**config.mk**
```make
export PLATFORM = sky130hd
export DESIGN_NAME = rational_add_normalize
export DESIGN_NICKNAME = d
export VERILOG_FILES = /design/src/rtl/ran_pkg.sv /design/src/rtl/rational_add_normalize.sv /design/src/rtl/ran_ctrl.sv /design/src/rtl/ran_dp.sv
export SDC_FILE = /design/constraint.sdc
export NUM_CORES = 2
export LEC_CHECK = 0
export ABC_CLOCK_PERIOD_IN_PS = 10720
export BUFFER_PORTS_ARGS = -buffer_cell sky130_fd_sc_hd__buf_2
export CAP_MARGIN = 20
export CELL_PAD_IN_SITES_DETAIL_PLACEMENT = 1
export CELL_PAD_IN_SITES_GLOBAL_PLACEMENT = 2
export CORE_MARGIN = 4
export CORE_UTILIZATION = 35
export CTS_CLUSTER_SIZE = 8
export DETAILED_ROUTE_END_ITERATION = 6
export GPL_ROUTABILITY_DRIVEN = 0
export HOLD_SLACK_MARGIN = 0.03
export PLACE_DENSITY = 0.79
export SLEW_MARGIN = 10
export SYNTH_ARGS = -nofsm -noshare
export SYNTH_HDL_FRONTEND = slang
export SYNTH_HIERARCHICAL = 1
export SYNTH_SLANG_ARGS = --single-unit
```
**constraint.sdc**
```tcl
create_clock -name clk_i -period 10.72 [get_ports clk_i]
set_input_delay 1.072 -clock clk_i [delete_from_list [all_inputs] [get_ports clk_i]]
set_output_delay 1.072 -clock clk_i [all_outputs]
set_load 0.02 [all_outputs]
```
**src/rtl/ran_pkg.sv**
```systemverilog
// ----------------------------------------------------------------------------
// ran_pkg
// Shared types and constants for the rational adder with gcd reduction.
// ----------------------------------------------------------------------------
package ran_pkg;

  localparam int WIDTH     = 16;
  localparam int MAG_W     = 2 * WIDTH;
  localparam int SUM_NUM_W = 33;
  localparam int SUM_DEN_W = 31;
  localparam int SHIFT_W   = $clog2(MAG_W + 1);
  localparam int CNT_W     = $clog2(MAG_W + 1);

  typedef struct packed {
    logic signed [WIDTH-1:0] a_num;
    logic signed [WIDTH-1:0] a_den;
    logic signed [WIDTH-1:0] b_num;
    logic signed [WIDTH-1:0] b_den;
  } ran_req_t;

  typedef struct packed {
    logic signed [SUM_NUM_W-1:0] sum_num;
    logic [SUM_DEN_W-1:0]        sum_den;
    logic                        den_zero_error;
  } ran_rsp_t;

  typedef enum logic [3:0] {
    ST_IDLE,
    ST_MUL_P1,
    ST_MUL_P2,
    ST_MUL_DEN,
    ST_ADD,
    ST_CHECK,
    ST_GCD,
    ST_DIV_INIT,
    ST_DIV,
    ST_OUT
  } ran_state_e;

  typedef enum logic [1:0] {
    MUL_P1,
    MUL_P2,
    MUL_DEN
  } ran_mul_sel_e;

  typedef struct packed {
    logic         load;
    logic         mul_en;
    ran_mul_sel_e mul_sel;
    logic         add_en;
    logic         gcd_init;
    logic         gcd_step;
    logic         div_init;
    logic         div_step;
    logic         out_en;
  } ran_cmd_t;

  typedef struct packed {
    logic den_zero;
    logic num_zero;
    logic gcd_done;
    logic div_done;
  } ran_sts_t;

endpackage

```
**src/rtl/rational_add_normalize.sv**
```systemverilog
// ----------------------------------------------------------------------------
// rational_add_normalize
// Adds two signed fractions and reduces the sum by its gcd.
// ----------------------------------------------------------------------------
//  channel   signals                 handshake
//  request   start, busy, req_i      taken when start is high and busy low
//  result    done_o, rsp_o           done_o high for one cycle, no backpressure
//
//  One request is in flight at a time; busy stays high until the result.
//  The sequence runs the multiplies, the add, the binary gcd and the divide
//  steps, one quotient bit per divide step; a zero denominator or a zero sum
//  skips straight to the result.
//  Reset clears the sequencer and the result strobe.
// ----------------------------------------------------------------------------
module rational_add_normalize (
  input  logic              clk_i,
  input  logic              rst_ni,
  input  logic              start,
  output logic              busy,
  input  ran_pkg::ran_req_t req_i,
  output logic              done_o,
  output ran_pkg::ran_rsp_t rsp_o
);
  import ran_pkg::*;

  ran_cmd_t cmd;
  ran_sts_t sts;

  ran_ctrl u_ctrl (
    .clk_i  (clk_i),
    .rst_ni (rst_ni),
    .start  (start),
    .busy   (busy),
    .sts_i  (sts),
    .cmd_o  (cmd)
  );

  ran_dp u_dp (
    .clk_i  (clk_i),
    .rst_ni (rst_ni),
    .req_i  (req_i),
    .cmd_i  (cmd),
    .sts_o  (sts),
    .done_o (done_o),
    .rsp_o  (rsp_o)
  );

endmodule

```
**src/rtl/ran_ctrl.sv**
```systemverilog
// ----------------------------------------------------------------------------
// ran_ctrl
// Sequencer: steps the datapath through multiply, add, gcd and divide.
// ----------------------------------------------------------------------------
module ran_ctrl (
  input  logic              clk_i,
  input  logic              rst_ni,
  input  logic              start,
  output logic              busy,
  input  ran_pkg::ran_sts_t sts_i,
  output ran_pkg::ran_cmd_t cmd_o
);
  import ran_pkg::*;

  ran_state_e state_q, state_d;

  always_ff @(posedge clk_i or negedge rst_ni) begin
    if (!rst_ni) begin
      state_q <= ST_IDLE;
    end else begin
      state_q <= state_d;
    end
  end

  always_comb begin
    state_d = state_q;
    case (state_q)
      ST_IDLE: begin
        if (start) state_d = ST_MUL_P1;
      end
      ST_MUL_P1: begin
        state_d = sts_i.den_zero ? ST_OUT : ST_MUL_P2;
      end
      ST_MUL_P2:   state_d = ST_MUL_DEN;
      ST_MUL_DEN:  state_d = ST_ADD;
      ST_ADD:      state_d = ST_CHECK;
      ST_CHECK: begin
        state_d = sts_i.num_zero ? ST_OUT : ST_GCD;
      end
      ST_GCD: begin
        if (sts_i.gcd_done) state_d = ST_DIV_INIT;
      end
      ST_DIV_INIT: state_d = ST_DIV;
      ST_DIV: begin
        if (sts_i.div_done) state_d = ST_OUT;
      end
      ST_OUT:      state_d = ST_IDLE;
      default:     state_d = ST_IDLE;
    endcase
  end

  always_comb begin
    cmd_o = '0;
    cmd_o.mul_sel = MUL_P1;
    case (state_q)
      ST_IDLE:     cmd_o.load = start;
      ST_MUL_P1: begin
        cmd_o.mul_en  = !sts_i.den_zero;
        cmd_o.mul_sel = MUL_P1;
      end
      ST_MUL_P2: begin
        cmd_o.mul_en  = 1'b1;
        cmd_o.mul_sel = MUL_P2;
      end
      ST_MUL_DEN: begin
        cmd_o.mul_en  = 1'b1;
        cmd_o.mul_sel = MUL_DEN;
      end
      ST_ADD:      cmd_o.add_en   = 1'b1;
      ST_CHECK:    cmd_o.gcd_init = !sts_i.num_zero;
      ST_GCD:      cmd_o.gcd_step = !sts_i.gcd_done;
      ST_DIV_INIT: cmd_o.div_init = 1'b1;
      ST_DIV:      cmd_o.div_step = !sts_i.div_done;
      ST_OUT:      cmd_o.out_en   = 1'b1;
      default:     cmd_o = '0;
    endcase
  end

  assign busy = (state_q != ST_IDLE);

endmodule

```
**src/rtl/ran_dp.sv**
```systemverilog
// ----------------------------------------------------------------------------
// ran_dp
// Datapath: sign split, shared multiplier, sign-magnitude add, binary gcd
// and two restoring dividers that share the gcd as divisor.
// ----------------------------------------------------------------------------
module ran_dp (
  input  logic              clk_i,
  input  logic              rst_ni,
  input  ran_pkg::ran_req_t req_i,
  input  ran_pkg::ran_cmd_t cmd_i,
  output ran_pkg::ran_sts_t sts_o,
  output logic              done_o,
  output ran_pkg::ran_rsp_t rsp_o
);
  import ran_pkg::*;

  // operand signs and magnitudes
  logic             an_neg_q, ad_neg_q, bn_neg_q, bd_neg_q;
  logic [WIDTH-1:0] anm_q, adm_q, bnm_q, bdm_q;

  logic [MAG_W-1:0] p1_q, p2_q, den_q;
  logic [MAG_W-1:0] num_mag_q;
  logic             num_neg_q;

  logic [MAG_W-1:0]   x_q, y_q;
  logic [SHIFT_W-1:0] k_q;

  logic [MAG_W-1:0] g_q;
  logic [MAG_W-1:0] qa_q, qb_q, ra_q, rb_q;
  logic [CNT_W-1:0] cnt_q;

  logic     done_q;
  ran_rsp_t rsp_q, rsp_d;

  logic [WIDTH-1:0] op_a, op_b;
  logic [MAG_W-1:0] prod;
  logic             p1_neg, p2_neg, den_neg;
  logic [MAG_W-1:0] add_mag;
  logic             add_neg;
  logic [MAG_W:0]   trial_a, trial_b, diff_a, diff_b;
  logic             fit_a, fit_b;
  logic [SUM_NUM_W-1:0] q_ext;

  function automatic logic [WIDTH-1:0] mag_of(logic [WIDTH-1:0] v);
    return v[WIDTH-1] ? (~v + WIDTH'(1)) : v;
  endfunction

  always_ff @(posedge clk_i) begin
    if (cmd_i.load) begin
      an_neg_q <= req_i.a_num[WIDTH-1];
      ad_neg_q <= req_i.a_den[WIDTH-1];
      bn_neg_q <= req_i.b_num[WIDTH-1];
      bd_neg_q <= req_i.b_den[WIDTH-1];
      anm_q    <= mag_of(req_i.a_num);
      adm_q    <= mag_of(req_i.a_den);
      bnm_q    <= mag_of(req_i.b_num);
      bdm_q    <= mag_of(req_i.b_den);
    end
  end

  // one multiplier, three products in turn
  always_comb begin
    case (cmd_i.mul_sel)
      MUL_P1: begin
        op_a = anm_q;
        op_b = bdm_q;
      end
      MUL_P2: begin
        op_a = adm_q;
        op_b = bnm_q;
      end
      MUL_DEN: begin
        op_a = adm_q;
        op_b = bdm_q;
      end
      default: begin
        op_a = anm_q;
        op_b = bdm_q;
      end
    endcase
  end

  assign prod = MAG_W'(op_a) * MAG_W'(op_b);

  always_ff @(posedge clk_i) begin
    if (cmd_i.mul_en) begin
      case (cmd_i.mul_sel)
        MUL_P1:  p1_q  <= prod;
        MUL_P2:  p2_q  <= prod;
        MUL_DEN: den_q <= prod;
        default: p1_q  <= prod;
      endcase
    end
  end

  assign p1_neg  = an_neg_q ^ bd_neg_q;
  assign p2_neg  = ad_neg_q ^ bn_neg_q;
  assign den_neg = ad_neg_q ^ bd_neg_q;

  always_comb begin
    if (p1_neg == p2_neg) begin
      add_mag = p1_q + p2_q;
      add_neg = p1_neg;
    end else if (p1_q >= p2_q) begin
      add_mag = p1_q - p2_q;
      add_neg = p1_neg;
    end else begin
      add_mag = p2_q - p1_q;
      add_neg = p2_neg;
    end
  end

  always_ff @(posedge clk_i) begin
    if (cmd_i.add_en) begin
      num_mag_q <= add_mag;
      // move the denominator sign onto the numerator
      num_neg_q <= add_neg ^ den_neg;
    end
  end

  // binary gcd: only x can reach zero, the gcd is then y << k
  always_ff @(posedge clk_i) begin
    if (cmd_i.gcd_init) begin
      x_q <= num_mag_q;
      y_q <= den_q;
      k_q <= '0;
    end else if (cmd_i.gcd_step) begin
      if (!x_q[0] && !y_q[0]) begin
        x_q <= x_q >> 1;
        y_q <= y_q >> 1;
        k_q <= k_q + SHIFT_W'(1);
      end else if (!x_q[0]) begin
        x_q <= x_q >> 1;
      end else if (!y_q[0]) begin
        y_q <= y_q >> 1;
      end else if (x_q >= y_q) begin
        x_q <= x_q - y_q;
      end else begin
        y_q <= y_q - x_q;
      end
    end
  end

  assign trial_a = {ra_q, qa_q[MAG_W-1]};
  assign trial_b = {rb_q, qb_q[MAG_W-1]};
  assign diff_a  = trial_a - {1'b0, g_q};
  assign diff_b  = trial_b - {1'b0, g_q};
  assign fit_a   = (trial_a >= {1'b0, g_q});
  assign fit_b   = (trial_b >= {1'b0, g_q});

  // restoring division, one quotient bit per cycle for both parts
  always_ff @(posedge clk_i) begin
    if (cmd_i.div_init) begin
      g_q   <= y_q << k_q;
      qa_q  <= num_mag_q;
      qb_q  <= den_q;
      ra_q  <= '0;
      rb_q  <= '0;
      cnt_q <= '0;
    end else if (cmd_i.div_step) begin
      ra_q  <= fit_a ? diff_a[MAG_W-1:0] : trial_a[MAG_W-1:0];
      rb_q  <= fit_b ? diff_b[MAG_W-1:0] : trial_b[MAG_W-1:0];
      qa_q  <= {qa_q[MAG_W-2:0], fit_a};
      qb_q  <= {qb_q[MAG_W-2:0], fit_b};
      cnt_q <= cnt_q + CNT_W'(1);
    end
  end

  assign sts_o.den_zero = (adm_q == '0) || (bdm_q == '0);
  assign sts_o.num_zero = (num_mag_q == '0);
  assign sts_o.gcd_done = (x_q == '0);
  assign sts_o.div_done = (cnt_q == CNT_W'(MAG_W));

  assign q_ext = SUM_NUM_W'(qa_q);

  always_comb begin
    rsp_d = '0;
    if (sts_o.den_zero) begin
      rsp_d.sum_den        = SUM_DEN_W'(1);
      rsp_d.den_zero_error = 1'b1;
    end else if (sts_o.num_zero) begin
      rsp_d.sum_den = SUM_DEN_W'(1);
    end else begin
      rsp_d.sum_num = num_neg_q ? (~q_ext + SUM_NUM_W'(1)) : q_ext;
      rsp_d.sum_den = SUM_DEN_W'(qb_q);
    end
  end

  always_ff @(posedge clk_i) begin
    if (cmd_i.out_en) rsp_q <= rsp_d;
  end

  always_ff @(posedge clk_i or negedge rst_ni) begin
    if (!rst_ni) begin
      done_q <= 1'b0;
    end else begin
      done_q <= cmd_i.out_en;
    end
  end

  assign done_o = done_q;
  assign rsp_o  = rsp_q;

endmodule

```
# == After elaboration in Yosys (flattened, before gate mapping) ==
# Index checks and enable logic that the tools add are counted.
# classes
n_mul,1
n_addsub,14
eq_ne,19
bitwise,11
n_shift,1
muxes,44
reduce_logical,28
div_mod_pow,0
order_cmp,4
# op_table
operator,count
$mux W32,21
$sub A32 B32 Y32,6
$ge A33 B32 Y1,2
$add A16 B1 Y16 const B,4
$ge A32 B32 Y1,2
$logic_not A32 Y1,2
$not A16 Y16,4
$mux W15,4
$pmux W4 S9,1
$add A33 B1 Y33 const B,1
$not A32 Y33,1
$add A32 B32 Y32,1
$logic_not A16 Y1,2
$mul A16 B16 Y32,1
$mux W16,2
$shl A32 B6 Y32,1
$mux W4,5
$eq A4 B3 Y1 const B,4
$add A6 B1 Y6 const B,2
$ne A4 B4 Y1 const B,3
$mux W1,10
$reduce_and A2 Y1,5
$pmux W3 S3,1
$reduce_and A3 Y1,3
other kinds (20),34
# word_totals
latchBits,0
ramBits,0
mem_bits_ro,0
in_bits,67
n_memories,0
reg_bits,503

# == Longest topological paths before layout ==
# logic_depth
ltp_word,8
depth_mapped,32

# == By module ==
# Netlist, hierarchy kept.
# by_module_without_submodules
module,cells_each,instances,area_each_um2
ran_dp,4550,1,42674.7
ran_ctrl,46,1,361.6

# == Least setup slack after synthesis ==
# Ideal clock, no wire load.
# synth_path
path_kind,register to register
startpoint,reg u_ctrl.state_q[3]
endpoint,"reg u_dp.den_q[30], data pin"
synth_period_minus_slack_ns,8.505
required_time_ns,10.448
setup_slack_ns,2.215
n_path_buf,5
t_arrival_ns,8.233
setup_ns,0.272
stages_incl_launch_ff,32
cell_sequence,dfrtp_1 > clkbuf_2 > buf_2 > nor3_1 > inv_1 > ha_1 > clkbuf_1 > clkbuf_1 > buf_1 > mux2i_1 > nor2_1 > fa_1 > inv_1 > fa_1 > fa_1 > fa_1 > inv_1 > fa_1 > inv_1 > fa_1 > inv_1 > ha_1 > a21o_1 > a21o_1 > a221o_1 > a21oi_1 > o221ai_1 > a211oi_1 > nor3b_1 > o21ai_1 > o211ai_1 > xor2_1
# synth_lines
element,line_no,rtl
from (decl),ran_ctrl.sv:15,"ran_state_e state_q, state_d;"
from (signal assigned),ran_ctrl.sv:21,state_q <= state_d;
to (signal assigned),ran_dp.sv:90,MUL_DEN: den_q <= prod;
to (decl),ran_dp.sv:21,"logic [MAG_W-1:0] p1_q, p2_q, den_q;"

==> results_dict.tcl <==
set metrics [dict create \
    status "finished clean" \
    yosys-top-cells-area "edfxtp_1, ha_1, fa_1" \
    fin_ws_ns 1.298 \
    cts_setup_buffers 0 \
    port_buffers 133 \
    ys_seq_area_frac 0.3327 \
    yosys.area_share.simple 0.1409 \
    num_antenna_cells 0 \
    synth_compound_area_frac 0.1607 \
    synth_top_family_by_area "adder cells" \
    crit_type "reg2reg" \
    setup.worst_path.start "u_ctrl/state_q[1]$_DFFE_PN0P_" \
    tightest_slew_ns 1.061 \
    coreArea_um2 121900 \
    min_period_over_period 0.8790 \
    tritoncts "done" \
    yosys-top-cells-count "inv_1, nor2_1, edfxtp_1" \
    globalRouteTotalUtil 0.2225 \
    fp.dieH_um 358.7 \
    rows 128 \
    cts_root_buffer "clkbuf_16" \
    slowest_stage "ha_1" \
    r2r_cells 27 \
    dieWidth_um 358.7 \
    period_needed_ns 9.423 \
    slowest_delay_ns 0.83 \
    first_pass_iters 5 \
    synth_top_area_frac 0.2945 \
    cpLargestDelayFamily "adder cells" \
    post_dp_cell_area_um2 45390 \
    r2r_end "u_dp/p1_q[30]$_DFFE_PP_" \
    fin_tns_setup_ns 0 \
    cp-endpoint "u_dp/p1_q[30]$_DFFE_PP_" \
    synth_fp_nets 5202 \
    synth_ff_type "edfxtp_1" \
    yosysWarnings 6 \
    cp.arrival_ns 9.77 \
    cp-start-kind "register" \
    grt_max_degree 152 \
    cp.depth 27 \
    start_util 0.3531 \
    h-tree-depth 3 \
    overflow 0 \
    drive_gt1_frac 0.09715 \
    synth-async-reset-ratio 0.009940 \
    first_global_vias 36430 \
    hold_violations 0 \
    path_clk_slew_ns 0.05 \
    skew_ns 0.07090 \
    vias 34870 \
    critPathBufInv 6 \
    via_per_inst 5.519 \
    cp_max_fo 18 \
    ant_nets 0 \
    post_cts_resized 0 \
    synthToLayoutAreaGrowth_pct 10.83 \
    slew_violations 0 \
    grt_setup_unrepaired "false" \
    regToRegStartpoint "u_ctrl/state_q[1]$_DFFE_PN0P_" \
    clk_latency_ns 0.69 \
    clock-sinks 503 \
    pin_count 134 \
    rrSetupSlack_ns 1.30 \
    finalInstanceArea_um2 47700 \
    synth_top_area_cell "edfxtp_1" \
    slew_headroom 0.2722 \
    drc 0 \
    max_freq_ghz 0.1061 \
    drt_wl_total_um 144800 \
    synthAdderAreaFrac 0.1918 \
    fin_nets 5262 \
    cp_common_cell "fa_1" \
    max_cap_viol_count 0 \
    yosys.area_share.xor_xnor 0.05067 \
    cp-end-kind "register" \
    ys_ff_latch 503 \
    syn_area_um2 43040 \
    worstPathRequired_ns 11.07 \
    routedWlPerCell_um 22.91 \
    min_path_type "in2async" \
    syn_avg_cell_area_um2 9.364 \
    antenna_found_initial 4 \
    die-area_um2 128600 \
    setup_violations 0 \
    hpwl_um 114400 \
    drtIter0Drc 2418 \
    synth_cells 4596 \
    cts_buffers 76 \
    holdBufCountCts 0 \
    synth_most_common_cell "inv_1" \
    synthMuxAreaShare 0.05998 \
    grt_first_pass_wirelength_um 221800 \
    preCtsSetupSlack_ns 1.319 \
    yosys.cell_types.count 97 \
    cts_buffer_depth 3 \
    synth_edf_count 422 \
]
==> metrics by stage <==
stage,std cells,utilization,hold WS (ns)
floorplan,4596,-,0.4437
global placement,6199,0.3722,0.4632
detailed placement,6202,0.3724,0.4648
CTS,6318,0.3911,0.2340
global route,6319,0.3914,0.2500
finish,6319,0.3914,0.2709
==> logic make-up after synthesis <==
family,after synthesis
flip-flops,503
XOR/XNOR,249
multiplexers,215
AO/OA/AOI/OAI,1072
adder cells (fa/ha/maj),539
AND/OR/NAND/NOR,1302
buffers and inverters,716
==> routing by layer <==
metal  up-vias  track usage  routed length [um]
li1      16260            -                   -
met1     17630       0.2922               63150
met2       774       0.3818               70370
met3       212      0.02983                6829
met4         0      0.06700                4415
met5         -            0                   0
==> sequential cells by signal, indices dropped and copies added, names as in the netlist, 4 cells and up <==
name,cells
u_dp/bnm_q,16
u_dp/qb_q,32
u_dp/x_q,32
u_dp/ra_q,32
u_dp/p1_q,32
u_dp/anm_q,16
u_ctrl/state_q,4
u_dp/rsp_o,65
u_dp/p2_q,32
u_dp/rb_q,32
u_dp/bdm_q,16
u_dp/qa_q,32
u_dp/y_q,32
u_dp/num_mag_q,32
u_dp/adm_q,16
u_dp/k_q,6
u_dp/den_q,32
u_dp/cnt_q,6
u_dp/g_q,32
==> cells in the final DEF, fill, tap and decap left out, types with 101 or more instances in the layout <==
master    instances
edfxtp_1        422
buf_2           133
xnor2_1         164
inv_1           516
nand2_1         394
o21ai_0         169
mux2_2          101
a21oi_1         320
fa_1            201
ha_1            338
nor2_1          440
==> worst min-delay path by stage <==
stage / from / to / slack (ns) / depth (start not counted)
finish: rst_ni / u_ctrl/state_q[3]$_DFFE_PN0P_ / 0.27 / 1
global route: rst_ni / u_ctrl/state_q[3]$_DFFE_PN0P_ / 0.25 / 1
global placement: u_dp/rb_q[8]$_SDFFE_PP0P_ / u_dp/rb_q[8]$_SDFFE_PP0P_ / 0.46 / 2
floorplan: u_dp/rb_q[13]$_SDFFE_PP0P_ / u_dp/rb_q[13]$_SDFFE_PP0P_ / 0.44 / 2
detailed placement: u_dp/rb_q[1]$_SDFFE_PP0P_ / u_dp/rb_q[1]$_SDFFE_PP0P_ / 0.46 / 2
CTS: rst_ni / u_ctrl/state_q[3]$_DFFE_PN0P_ / 0.23 / 1
==> final cells by class <==
class                           count  area, um^2
Clock buffer                      103        2023
Clock inverter                     13       257.7
Fill cell                       13930       74180
Inverter                          521        1956
Multi-Input combinational cell   3377       26080
Sequential cell                   503       14320
Tap cell                         1625        2033
Timing Repair Buffer              177        1028
Power is left out: the tool's default activity adds up to more than one toggle a clock period on the data nets, which glitch-free logic cannot reach.
